$ cat config.mk
export PLATFORM = sky130hd
export DESIGN_NAME = bce_front
export DESIGN_NICKNAME = d
export VERILOG_FILES = /design/src/rtl/bce_pkg.sv /design/src/rtl/bce_front.sv
export SDC_FILE = /design/constraint.sdc
export NUM_CORES = 1
export LEC_CHECK = 0
export ABC_AREA = 1
export BUFFER_PORTS_ARGS = -buffer_cell sky130_fd_sc_hd__buf_2
export CORE_AREA = 2 2 64 66
export DETAILED_ROUTE_END_ITERATION = 12
export DIE_AREA = 0 0 66 68
export GPL_TIMING_DRIVEN = 0
export PLACE_DENSITY = 0.69
export SLEW_MARGIN = 10
export SYNTH_ARGS = -nofsm -noshare
export SYNTH_HDL_FRONTEND = slang
export SYNTH_SLANG_ARGS = --single-unit
$ cat constraint.sdc
create_clock -name vclk -period 0.9
set_input_delay 0.045 -clock vclk [all_inputs]
set_output_delay 0.045 -clock vclk [all_outputs]
set_load 0.02 [all_outputs]
$ cat src/rtl/bce_pkg.sv
// Shared types, constants and helpers of the bucket clock evictor.
package bce_pkg;

    localparam int MAX_BUCKET_BITS = 10;
    localparam int NBUCKETS        = 1 << MAX_BUCKET_BITS;
    localparam int CANDIDATES      = 4;
    localparam int CAND_IDX_W      = $clog2(CANDIDATES);
    localparam int CAND_CNT_W      = $clog2(CANDIDATES + 1);
    localparam int ITEMS_W         = 12;
    localparam int REMOVED_W       = 23;
    localparam int SAMPLE_W        = 16;

    localparam logic [ITEMS_W-1:0] ITEMS_MAX = '1;

    localparam logic [2:0] CMD_ACCESS = 3'd0;
    localparam logic [2:0] CMD_INSERT = 3'd1;
    localparam logic [2:0] CMD_DELETE = 3'd2;
    localparam logic [2:0] CMD_EVICT  = 3'd3;
    localparam logic [2:0] CMD_AGE    = 3'd4;

    localparam logic REG_BUCKET_BITS  = 1'b0;
    localparam logic REG_SAMPLE_SHIFT = 1'b1;

    typedef enum logic [2:0] {
        OP_ACCESS,
        OP_INSERT,
        OP_DELETE,
        OP_EVICT,
        OP_AGE,
        OP_NOP
    } op_t;

    typedef enum logic [3:0] {
        ST_CLR,
        ST_IDLE,
        ST_EX,
        ST_SC_RD,
        ST_SC_EV,
        ST_CL_RD,
        ST_CL_EV,
        ST_FIN,
        ST_AG_RD,
        ST_AG_EV,
        ST_OUT
    } state_t;

    typedef struct packed {
        logic [2:0]  cmd;
        logic [31:0] hash_value;
        logic [19:0] item_bytes;
        logic [31:0] target_bytes;
    } in_t;

    typedef struct packed {
        logic [MAX_BUCKET_BITS-1:0] bucket_index;
        logic [31:0]                clock_value;
        logic [REMOVED_W-1:0]       items_removed;
        logic [31:0]                bytes_freed;
        logic [31:0]                age_decrement;
        logic                       aged;
    } out_t;

    typedef struct packed {
        logic [3:0] bucket_bits;
        logic [3:0] sample_shift;
    } cfg_t;

    typedef struct packed {
        op_t                        op;
        logic [MAX_BUCKET_BITS-1:0] bucket;
        logic [19:0]                item_bytes;
        logic [31:0]                target_bytes;
    } job_t;

    typedef struct packed {
        logic [31:0]        clock;
        logic [ITEMS_W-1:0] items;
        logic [31:0]        bytes;
    } entry_t;

    typedef struct packed {
        logic                       valid;
        logic [31:0]                clock;
        logic [MAX_BUCKET_BITS-1:0] index;
    } cand_t;

    function automatic logic [MAX_BUCKET_BITS-1:0] bucket_mask(input logic [3:0] bits);
        logic [3:0] eff;
        eff = bits;
        if (bits == 4'd0)
            eff = 4'd1;
        else if (32'(bits) > MAX_BUCKET_BITS)
            eff = 4'(MAX_BUCKET_BITS);
        return MAX_BUCKET_BITS'(({{MAX_BUCKET_BITS{1'b0}}, 1'b1} << eff) - 1'b1);
    endfunction

    function automatic logic [31:0] sat_add32(input logic [31:0] a, input logic [31:0] b);
        logic [32:0] s;
        s = {1'b0, a} + {1'b0, b};
        return s[32] ? 32'hFFFF_FFFF : s[31:0];
    endfunction

endpackage

$ cat src/rtl/bce_front.sv
// Front end: takes input beats, decodes the command and masks the bucket.
module bce_front (
    input  logic              in_valid,
    input  bce_pkg::in_t      in_data,
    output logic              in_stall,
    input  bce_pkg::cfg_t     cfg,
    input  logic              hold,
    input  logic              q_full,
    output logic              push,
    output bce_pkg::job_t     job
);

    logic [bce_pkg::MAX_BUCKET_BITS-1:0] mask;

    assign mask     = bce_pkg::bucket_mask(cfg.bucket_bits);
    assign in_stall = hold | q_full;
    assign push     = in_valid & ~in_stall;

    always_comb
    begin
        job.bucket       = in_data.hash_value[bce_pkg::MAX_BUCKET_BITS-1:0] & mask;
        job.item_bytes   = in_data.item_bytes;
        job.target_bytes = in_data.target_bytes;
        case (in_data.cmd)
            bce_pkg::CMD_ACCESS: job.op = bce_pkg::OP_ACCESS;
            bce_pkg::CMD_INSERT: job.op = bce_pkg::OP_INSERT;
            bce_pkg::CMD_DELETE: job.op = bce_pkg::OP_DELETE;
            bce_pkg::CMD_EVICT:  job.op = bce_pkg::OP_EVICT;
            bce_pkg::CMD_AGE:    job.op = bce_pkg::OP_AGE;
            default:             job.op = bce_pkg::OP_NOP;
        endcase
    end

endmodule

---- Word-level counts from Yosys, hierarchy flattened ----
Cells that the tools add are included.
cells by class
  bitwise gates (word level) .............. 4
  order comparisons ....................... 1
  add/subtract/negate cells ............... 1
  multiplexer cells ....................... 3
  reduce and logical (&&, ||, !) cells .... 2
  shift-type cells ........................ 1
  equality and inequality tests ........... 4
operators with widths
  kind                                                                   number
  3-bit case mux with 5 select lines                                     1
  10-bit bitwise AND                                                     1
  1-bit by 4-bit left shift with 10-bit output, first input constant     1
  10-bit by 1-bit subtractor with 10-bit output, second input constant   1
  4-bit two-way mux                                                      2
  3-bit by 2-bit equality test with 1-bit output, second input constant  2
  4-bit > comparator, second input constant                              1
  4-bit logical NOT                                                      1
  3-bit by 1-bit equality test with 1-bit output, second input constant  1
  3-bit equality test, second input constant                             1
  3-bit logical NOT                                                      1
  1-bit bitwise AND                                                      1
  1-bit inverter                                                         1
  1-bit OR                                                               1
storage, ports and cells
  output and inout port bits .............. 67
  register bits ........................... 0
  logic and storage cells ................. 16

---- Logic depth before layout (Yosys ltp) ----
  depth after elaboration ................. 6
  depth in mapped cells ................... 7

---- Least setup slack after synthesis ----
Ideal clock, no wire load.
  path kind ............................... input to output
  start ................................... in cfg[7] in the netlist's numbering
  end ..................................... out job[54] in the netlist's numbering
  path slack .............................. -145 ps
  stages on the path ...................... 6
  path buffers ............................ 0
  data arrival time ....................... 1000 ps
  required time ........................... 855 ps
  cell sequence ........................... nor2_4 -> nand2_1 -> ha_1 -> inv_1 -> o21ai_0 -> a21oi_1
RTL lines
  element      line             source
  from (decl)  bce_front.sv:6   input bce_pkg::cfg_t cfg,
  to (decl)    bce_front.sv:10  output bce_pkg::job_t job

==> results_dict.tcl <==
set metrics [dict create \
    tns_ps -88.0 \
    synthTopCellsByCount "buf_4, inv_1, nand2_1, nor2_1, nand3_1" \
    initial_core_util_pct 17.0 \
    use_met2_pct 15.2 \
    busiest_layer "met2" \
    hold_end "job[52]" \
    grt_max_degree 7 \
    num_vias 866 \
    violations "negative setup slack" \
    status "finished with violations" \
    cp-end-kind "output pin" \
    ys_types 20 \
    worst_slack_ps -33.7 \
    gp_congestion 0.665 \
    post_drt_wl_per_cell_um 7.82 \
    grt.overflow.total 0 \
    setup_viol 4 \
    final-seq-area_sq_um 0 \
    finalPower_w 0.000727 \
    drt_iter0_drc 17 \
    path_max_fanout 5 \
    maxCapViolCount 0 \
    hold_path.class "input pin to output pin" \
    grt_pass1_wl_um 2540 \
    io_pins 165 \
    worstHoldStart "in_data[52]" \
    synthTopCellsByArea "buf_4, inv_1, nand2_1" \
    placed_cell_area_sq_um 1160 \
    cp.arrival_ps 890 \
    syn_inst 107 \
    nFlopsAndLatches 0 \
    synth_top_area_share_pct 59.7 \
    via_per_inst 3.53 \
    nFillCells 449 \
    grt_use_total_pct 6.77 \
    num_antenna_cells 0 \
    dp_hpwl_um 1740 \
    period_needed_ps 934 \
    synth_most_common_cell "buf_4" \
    antenna_found_initial 0 \
    area_growth_pct 90.8 \
    yosysTopAreaCell "buf_4" \
    leakagePower_nw 0.791 \
    wl_um 1920 \
    die_w_um 66 \
    finalHoldViolations 0 \
    slew_viol_final 0 \
    first_pass_iters 2 \
    clkbuf_count 0 \
    gr-usage-met1_pct 6.64 \
    layout.nets 296 \
    row_count 23 \
    multi_input_area_sq_um 246 \
    coreArea_sq_um 3860 \
    synth.avg_cell_area_sq_um 6.12 \
    rsz0062_at_grt "yes" \
    ant_nets 0 \
    dieHeight_um 68 \
    grt_pass1_vias 680 \
    dieArea_sq_um 4490 \
    syn_nets 206 \
    peakVddDrop_uv 223 \
    power_density_nw_per_um2 582 \
    period_share_pct 104 \
    final_area_sq_um 1250 \
    synth_area_sq_um 654 \
    use_met3_pct 1.32 \
    max_freq_mhz 1070 \
    io_buffers 86 \
    yosysWarnings 0 \
    required_ps 850 \
    critPathLaunchType "input pin" \
    min_path_cells 2 \
    layout-drive-gt1-share_pct 81.5 \
    ys_seq_area_share_pct 0 \
    critical_path_class "input pin to output pin" \
    drc 0 \
]
==> power by group <==
group          total, W  internal [W]  leakage (nW)  switching (W)
combinational  0.000727      0.000353         0.791       0.000374
clock                 0             0             0              0
sequential            0             0             0              0
total          0.000727      0.000353         0.791       0.000374
==> worst max-delay path, stage by stage <==
cell and delay [ps]:
buf_8 100, nor2_4 110, nand2_2 70, ha_4 180, nand4_1 90, nand2_1 70, nor2_2 90, buf_6 120
==> cell families after synthesis <==
group | count (synthesis) | share of synthesized area [%]
buffers and inverters | 67 | 68.3
AO/OA/AOI/OAI | 5 | 4.21
adder cells (fa/ha/maj) | 1 | 1.91
other | 1 | 0.573
AND/OR/NAND/NOR | 33 | 25.1
==> per-layer routing <==
| layer | share of wire, % | vias to the layer above |
|---|---|---|
| li1 | - | 443 |
| met1 | 29 | 347 |
| met2 | 54 | 76 |
| met3 | 18 | 0 |
| met4 | 0 | 0 |
| met5 | 0 | - |
==> cells in the final DEF, fill, tap and decap left out, drive strengths merged, types with 2 or more instances in the layout <==
cell type / netlist / layout
a21oi: 2 / 2
buf: 52 / 140
clkbuf: 2 / 2
inv: 13 / 13
nand2: 13 / 13
nand3: 5 / 5
nor2: 12 / 12
o21ai: 2 / 2
==> worst max-delay path by stage <==
stage	startpoint	end	slack (ps)	cells past startpoint
final	cfg[6]	job[58]	-30	8
after global routing	cfg[6]	job[58]	-110	8
after CTS	cfg[6]	job[58]	-40	8
after detailed placement	cfg[7]	job[54]	-310	8
after global placement	cfg[7]	job[54]	-300	8
after floorplan	cfg[7]	job[54]	-20	6
==> layout make-up <==
class | count | area share [%]
multi-input cells | 40 | 19.7
inverters | 13 | 3.91
repair buffers | 88 | 39.5
well taps | 50 | 5.01
plain buffers | 54 | 31.9
==> stage by stage <==
stage	instances	utilization (%)	hold slack [ps]	worst slack [ps]
after CTS	245	32.1	300	-36.8
final	245	32.4	299	-33.7
after global routing	245	32.4	310	-110
after global placement	243	30.0	298	-304
after floorplan	107	-	170	-17.1
after detailed placement	243	30.0	298	-311
==> timing repair <==
action                                  in CTS  in global routing
pin swaps                                    7                  5
buffers inserted                             2                  0
endpoints found under the setup margin       5                  4
hold buffers                                 0                  0
gates resized for setup                     21                  5
(Power assumes the default switching activity.)
