File: config.mk
export PLATFORM = sky130hd
export DESIGN_NAME = bce_queue
export DESIGN_NICKNAME = d
export VERILOG_FILES = /design/src/rtl/bce_pkg.sv /design/src/rtl/bce_queue.sv
export SDC_FILE = /design/constraint.sdc
export NUM_CORES = 1
export LEC_CHECK = 0
export BUFFER_PORTS_ARGS = -buffer_cell sky130_fd_sc_hd__buf_2
export CORE_MARGIN = 8
export CORE_UTILIZATION = 45
export CTS_BUF_LIST = sky130_fd_sc_hd__clkbuf_4 sky130_fd_sc_hd__clkbuf_8 sky130_fd_sc_hd__clkbuf_16
export DETAILED_ROUTE_END_ITERATION = 10
export GPL_TIMING_DRIVEN = 0
export PLACE_DENSITY = 0.74
export SYNTH_ARGS = -nofsm -noshare
export SYNTH_HDL_FRONTEND = slang
export SYNTH_SLANG_ARGS = --single-unit
File: constraint.sdc
create_clock -name clk -period 3.45 [get_ports clk]
set_clock_uncertainty 0.2 [all_clocks]
set_input_delay 0.345 -clock clk [delete_from_list [all_inputs] [get_ports clk]]
set_output_delay 0.345 -clock clk [all_outputs]
set_load 0.02 [all_outputs]
File: src/rtl/bce_pkg.sv
// Shared types, constants and helpers of the bucket clock evictor.
package bce_pkg;

    localparam int MAX_BUCKET_BITS = 10;
    localparam int NBUCKETS        = 1 << MAX_BUCKET_BITS;
    localparam int CANDIDATES      = 4;
    localparam int CAND_IDX_W      = $clog2(CANDIDATES);
    localparam int CAND_CNT_W      = $clog2(CANDIDATES + 1);
    localparam int ITEMS_W         = 12;
    localparam int REMOVED_W       = 23;
    localparam int SAMPLE_W        = 16;

    localparam logic [ITEMS_W-1:0] ITEMS_MAX = '1;

    localparam logic [2:0] CMD_ACCESS = 3'd0;
    localparam logic [2:0] CMD_INSERT = 3'd1;
    localparam logic [2:0] CMD_DELETE = 3'd2;
    localparam logic [2:0] CMD_EVICT  = 3'd3;
    localparam logic [2:0] CMD_AGE    = 3'd4;

    localparam logic REG_BUCKET_BITS  = 1'b0;
    localparam logic REG_SAMPLE_SHIFT = 1'b1;

    typedef enum logic [2:0] {
        OP_ACCESS,
        OP_INSERT,
        OP_DELETE,
        OP_EVICT,
        OP_AGE,
        OP_NOP
    } op_t;

    typedef enum logic [3:0] {
        ST_CLR,
        ST_IDLE,
        ST_EX,
        ST_SC_RD,
        ST_SC_EV,
        ST_CL_RD,
        ST_CL_EV,
        ST_FIN,
        ST_AG_RD,
        ST_AG_EV,
        ST_OUT
    } state_t;

    typedef struct packed {
        logic [2:0]  cmd;
        logic [31:0] hash_value;
        logic [19:0] item_bytes;
        logic [31:0] target_bytes;
    } in_t;

    typedef struct packed {
        logic [MAX_BUCKET_BITS-1:0] bucket_index;
        logic [31:0]                clock_value;
        logic [REMOVED_W-1:0]       items_removed;
        logic [31:0]                bytes_freed;
        logic [31:0]                age_decrement;
        logic                       aged;
    } out_t;

    typedef struct packed {
        logic [3:0] bucket_bits;
        logic [3:0] sample_shift;
    } cfg_t;

    typedef struct packed {
        op_t                        op;
        logic [MAX_BUCKET_BITS-1:0] bucket;
        logic [19:0]                item_bytes;
        logic [31:0]                target_bytes;
    } job_t;

    typedef struct packed {
        logic [31:0]        clock;
        logic [ITEMS_W-1:0] items;
        logic [31:0]        bytes;
    } entry_t;

    typedef struct packed {
        logic                       valid;
        logic [31:0]                clock;
        logic [MAX_BUCKET_BITS-1:0] index;
    } cand_t;

    function automatic logic [MAX_BUCKET_BITS-1:0] bucket_mask(input logic [3:0] bits);
        logic [3:0] eff;
        eff = bits;
        if (bits == 4'd0)
            eff = 4'd1;
        else if (32'(bits) > MAX_BUCKET_BITS)
            eff = 4'(MAX_BUCKET_BITS);
        return MAX_BUCKET_BITS'(({{MAX_BUCKET_BITS{1'b0}}, 1'b1} << eff) - 1'b1);
    endfunction

    function automatic logic [31:0] sat_add32(input logic [31:0] a, input logic [31:0] b);
        logic [32:0] s;
        s = {1'b0, a} + {1'b0, b};
        return s[32] ? 32'hFFFF_FFFF : s[31:0];
    endfunction

endpackage

File: src/rtl/bce_queue.sv
// Two-entry job queue between the front end and the engine.
module bce_queue (
    input  logic          clk,
    input  logic          rst_n,
    input  logic          push,
    input  bce_pkg::job_t job_in,
    output logic          full,
    input  logic          pop,
    output logic          valid,
    output bce_pkg::job_t job_out
);

    bce_pkg::job_t ent_reg [2];
    logic          wp_reg, wp_next;
    logic          rp_reg, rp_next;
    logic [1:0]    cnt_reg, cnt_next;

    assign full    = (cnt_reg == 2'd2);
    assign valid   = (cnt_reg != 2'd0);
    assign job_out = ent_reg[rp_reg];

    always_comb
    begin
        wp_next  = wp_reg ^ push;
        rp_next  = rp_reg ^ pop;
        cnt_next = cnt_reg + {1'b0, push} - {1'b0, pop};
    end

    always_ff @(posedge clk or negedge rst_n)
    begin
        if (!rst_n)
        begin
            wp_reg  <= 1'b0;
            rp_reg  <= 1'b0;
            cnt_reg <= 2'd0;
        end
        else
        begin
            wp_reg  <= wp_next;
            rp_reg  <= rp_next;
            cnt_reg <= cnt_next;
        end
    end

    always_ff @(posedge clk)
    begin
        if (push)
            ent_reg[wp_reg] <= job_in;
    end

endmodule

# Yosys cells after proc, flatten, opt, wreduce, memory -nomap -nowiden
# Memories as Yosys holds them, arrays and structs flattened.
# Cells that the tools add are included.
[word_totals]
out_inout_bits = 67
memories = 1
inputBits = 69
ramBits = 130
ff_bits = 4
[memory_table]
columns = ["name", "depth", "word_bits", "read_ports", "rd_clocked_by_memory_dff", "write_ports", "line", "rtl"]
rows = [
  ["ent_reg", 2, 65, 1, 0, 1, "bce_queue.sv:13", "bce_pkg::job_t ent_reg [2];"],
]
[op_classes]
n_eq_ne = 1
addsub = 2
bitwise = 2
reduce_logical = 1
muxes = 2
[op_table]
columns = ["cell", "n"]
rows = [
  ["$add 2x1->2", 1],
  ["$eq 2x2->1 const B", 1],
  ["$mux 1", 2],
  ["$reduce_bool 2->1", 1],
  ["$sub 2x1->2", 1],
  ["$xor 1x1->1", 2],
]

# Longest topological paths before layout
[logic_depth]
ltp_word = 2
ltp_mapped = 5
depth_no_buf = 5

# Least setup slack after synthesis
# No wires, ideal clock.
[synth_timing]
kind = "reg2reg"
start = "register wp_reg"
end = "memory ent_reg[0][0] (netlist name) (enable)"
slack_ns = 0.836
stages_incl_launch_ff = 3
synth_period_minus_slack_ns = 2.614
required_time_ns = 2.820
arrival_ns = 1.984
path_buffers = 0
setup_ns = 0.430
cell_sequence = "dfrtp_1 > inv_1 > ha_1"
[synth_lines]
columns = ["element", "line", "rtl"]
rows = [
  ["start: declaration", "bce_queue.sv:14", "logic wp_reg, wp_next;"],
  ["start signal: assignment", "bce_queue.sv:39", "wp_reg <= wp_next;"],
  ["end: declaration", "bce_queue.sv:13", ""],
]
# No word-level cell before the write port.

==> run_results.csv <==
group,metric,value,unit
worst_setup_path,start_kind,"register",
timing,tightestPinTransition,0.9356,ns
cells_and_area,fill_cells,742,
routing,wl_per_cell,16.59,um
floorplanning,num_rows,38,
worst_setup_path,path_max_fanout,10,
place,place_congestion,0.6838,
timing,max-slew-margin-rel,0.3762,
worst_setup_path,path_cells,"buf_6 -> buf_6 -> mux2_4 -> buf_2",
worst_setup_path,worstPathRequired,2.90,ns
power,cellLeakagePower,2.935,nW
timing,fin_crit_sh,0.6596,
power,p_per_area,838.5,nW/um^2
clock_tree,cts_root_buf,"clkbuf_8",
timing,min_period,2.275,ns
yosys,ys_seq_area_frac,0.7909,
clock_tree,post_cts_buffers,0,
place,dpl.cell_count,493,
hold_path,hold_class,"in -> reg",
timing,final_hold_viol_count,0,
yosys,synth_seq_cells,134,
yosys,ys_warn_count,0,
yosys,synth_top_area_frac,0.7711,
global_route,grt_first_pass_wirelength,15.55,mm
clock_tree,worstSkewPairLatency,0.50,ns
timing,fin_setup_tns,0,ns
yosys,yosysUniqueCellTypes,12,
floorplanning,die_y,122.1,um
worst_setup_path,cp-end-kind,"output port",
clock_tree,clk_pin_slew_worst_paths,0.06,ns
clock_tree,holdBufCountCts,69,
cells_and_area,seq_area,4004,um^2
cells_and_area,antennaDiodeCount,0,
worst_setup_path,crit_buf_inv,3,
routing,via_per_inst,4.631,
cells_and_area,final_common_cell,"buf_2",
routing,drc,0,
power,p_seq_frac,0.370,
place,placed_area,5938,um^2
timing,fmax,0.4395,GHz
place,hpwl,6.055,mm
global_route,overflow,0,
worst_setup_path,criticalPathCategory,"reg -> out",
cells_and_area,finalNetCount,514,
yosys,yosysTopAreaCell,"edfxtp_1",
routing,first_iter_violations,93,
yosys,synth_nets,291,
power,power_frac_comb,0.322,
power,netSwitchingFraction,0.2917,
worst_setup_path,slowest_delay,0.37,ns
floorplanning,coreArea,10890,um^2
cells_and_area,layout_common_cells,"137 x buf_2, 130 x edfxtp_1, 69 x dlygate4sd3_1",
worst_setup_path,cp_top_family,"buffers and inverters",
routing,drtPass1Iterations,4,
yosys,syn_avg_cell_area,23.22,um^2
global_route,antenna_found_initial,0,
yosys,synth_top_cells_by_area,"edfxtp_1 77%, mux2_4 12%, mux2_2 5.6%",
timing,timing.hold.ws,0.3611,ns
global_route,grt.total_usage,0.1366,
power,peakVddDrop,0.0004838,V
worst_setup_path,slowest_stage,"dfrtp_1",
power,switchingPower,1.776,mW
floorplanning,io_pins,136,
clock_tree,clockBufferDepth,2,
clock_tree,cts_resized,0,
floorplanning,die_w,122.1,um
routing,wirelength,9.855,mm
worst_setup_path,cp.arrival,1.73,ns
yosys,syn_area,5062,um^2
global_route,grt_max_degree,66,
yosys,synthCells,218,
clock_tree,htreeDepth,4,
cells_and_area,multi_input_area,1002,um^2
clock_tree,cts.sinks,134,
worst_setup_path,path_common_cell,"buf_6",
cells_and_area,postLayoutCoreUtil,0.6671,
clock_tree,cts_tree,"built",
cells_and_area,area_growth,43.48,%
routing,ant_nets,0,
floorplanning,die-area,14900,um^2
outcome,status,"completed",
global_route,grt_pass1_vias,3104,
place,io_buffers,135,
clock_tree,numCtsBuffers,17,
cells_and_area,drive_gt1_frac,0.5286,
cells_and_area,final_area,7263,um^2
floorplanning,initial_core_util,0.4650,
power,clockPowerShare,0.308,
flow_run,cap_violations,0,
timing,setup_viol,0,
routing,vias,2751,
power,internal_power,4.314,mW
timing,rsz0062_at_grt,"false",
timing,maxSlewViolCount,0,
cells_and_area,largest_reg_flops,130,
cells_and_area,final_cells,594,
## path summary, 6_finish.rpt
check | slack (ns) | endpoint | cells after the start | startpoint
setup / recovery | 1.17 | job_out[26] | 4 | rp_reg
hold / removal | 0.36 | ent_reg[1][21] | 2 | job_in[21]
setup reg to reg | 1.60 | ent_reg[0][51] | 2 | wp_reg
hold reg to reg | 0.43 | cnt_reg[1] | 1 | cnt_reg[1]
max in group asynchronous | 2.32 | rp_reg | 3 | rst_n
min in group asynchronous | 0.56 | cnt_reg[0] | 3 | rst_n
## area by class of cell
cell class / instances / share of cell area
inverter: 4 / 0.002067
sequential: 134 / 0.5512
timing repair buffer: 204 / 0.1881
buffer: 7 / 0.009130
tap: 140 / 0.02412
clock inverter: 13 / 0.02825
multi-input combinational: 73 / 0.1380
clock buffer: 19 / 0.05909
## synthesized netlist by cell type
| library cell | instances |
|---|---|
| edfxtp_1 | 130 |
| mux2_4 | 40 |
| mux2_2 | 25 |
| buf_6 | 5 |
| dfrtp_1 | 4 |
| ha_1 | 4 |
| inv_1 | 4 |
| buf_2 | 2 |
| nor2b_1 | 1 |
| or2_2 | 1 |
| xor2_1 | 1 |
| xor3_1 | 1 |
## routing by layer
| metal | up-vias | share of wire | track usage |
|---|---|---|---|
| li1 | 1314 | - | - |
| met1 | 1329 | 0.37 | 0.1423 |
| met2 | 104 | 0.54 | 0.2415 |
| met3 | 4 | 0.081 | 0.05877 |
| met4 | 0 | 0.0043 | 0.04798 |
| met5 | - | 0 | 0 |
## power by group through the flow
stage	clock network [mW]	registers (mW)	logic (mW)
after floorplan	0	2.27	1.38
after global placement	0	2.29	1.90
after detailed placement	0	2.29	1.93
after CTS	1.92	2.26	1.99
after global routing	1.98	2.28	2.10
final	1.88	2.25	1.96
## metrics by stage
step | power (mW) | setup slack, ns
2_1_floorplan | 3.652 | 0.8360
3_3_place_gp | 4.188 | -0.06828
3_5_place_dp | 4.214 | 1.508
4_1_cts | 6.172 | 1.118
5_1_grt | 6.360 | 1.074
6_report | 6.090 | 1.175
## worst reg2reg max path, stage by stage, from the launching register on
cell and delay, ns:
dfrtp_1 0.41, inv_1 0.10, ha_4 0.75
## cell families after synthesis
kind of cell	Yosys count	share of synthesized area
flops	134	0.7909
mux	65	0.1742
buf+inv	11	0.01606
fa+ha+maj	4	0.009887
xor+xnor	2	0.006426
simple gates	2	0.002473
Power figures use the tool's default switching activity.
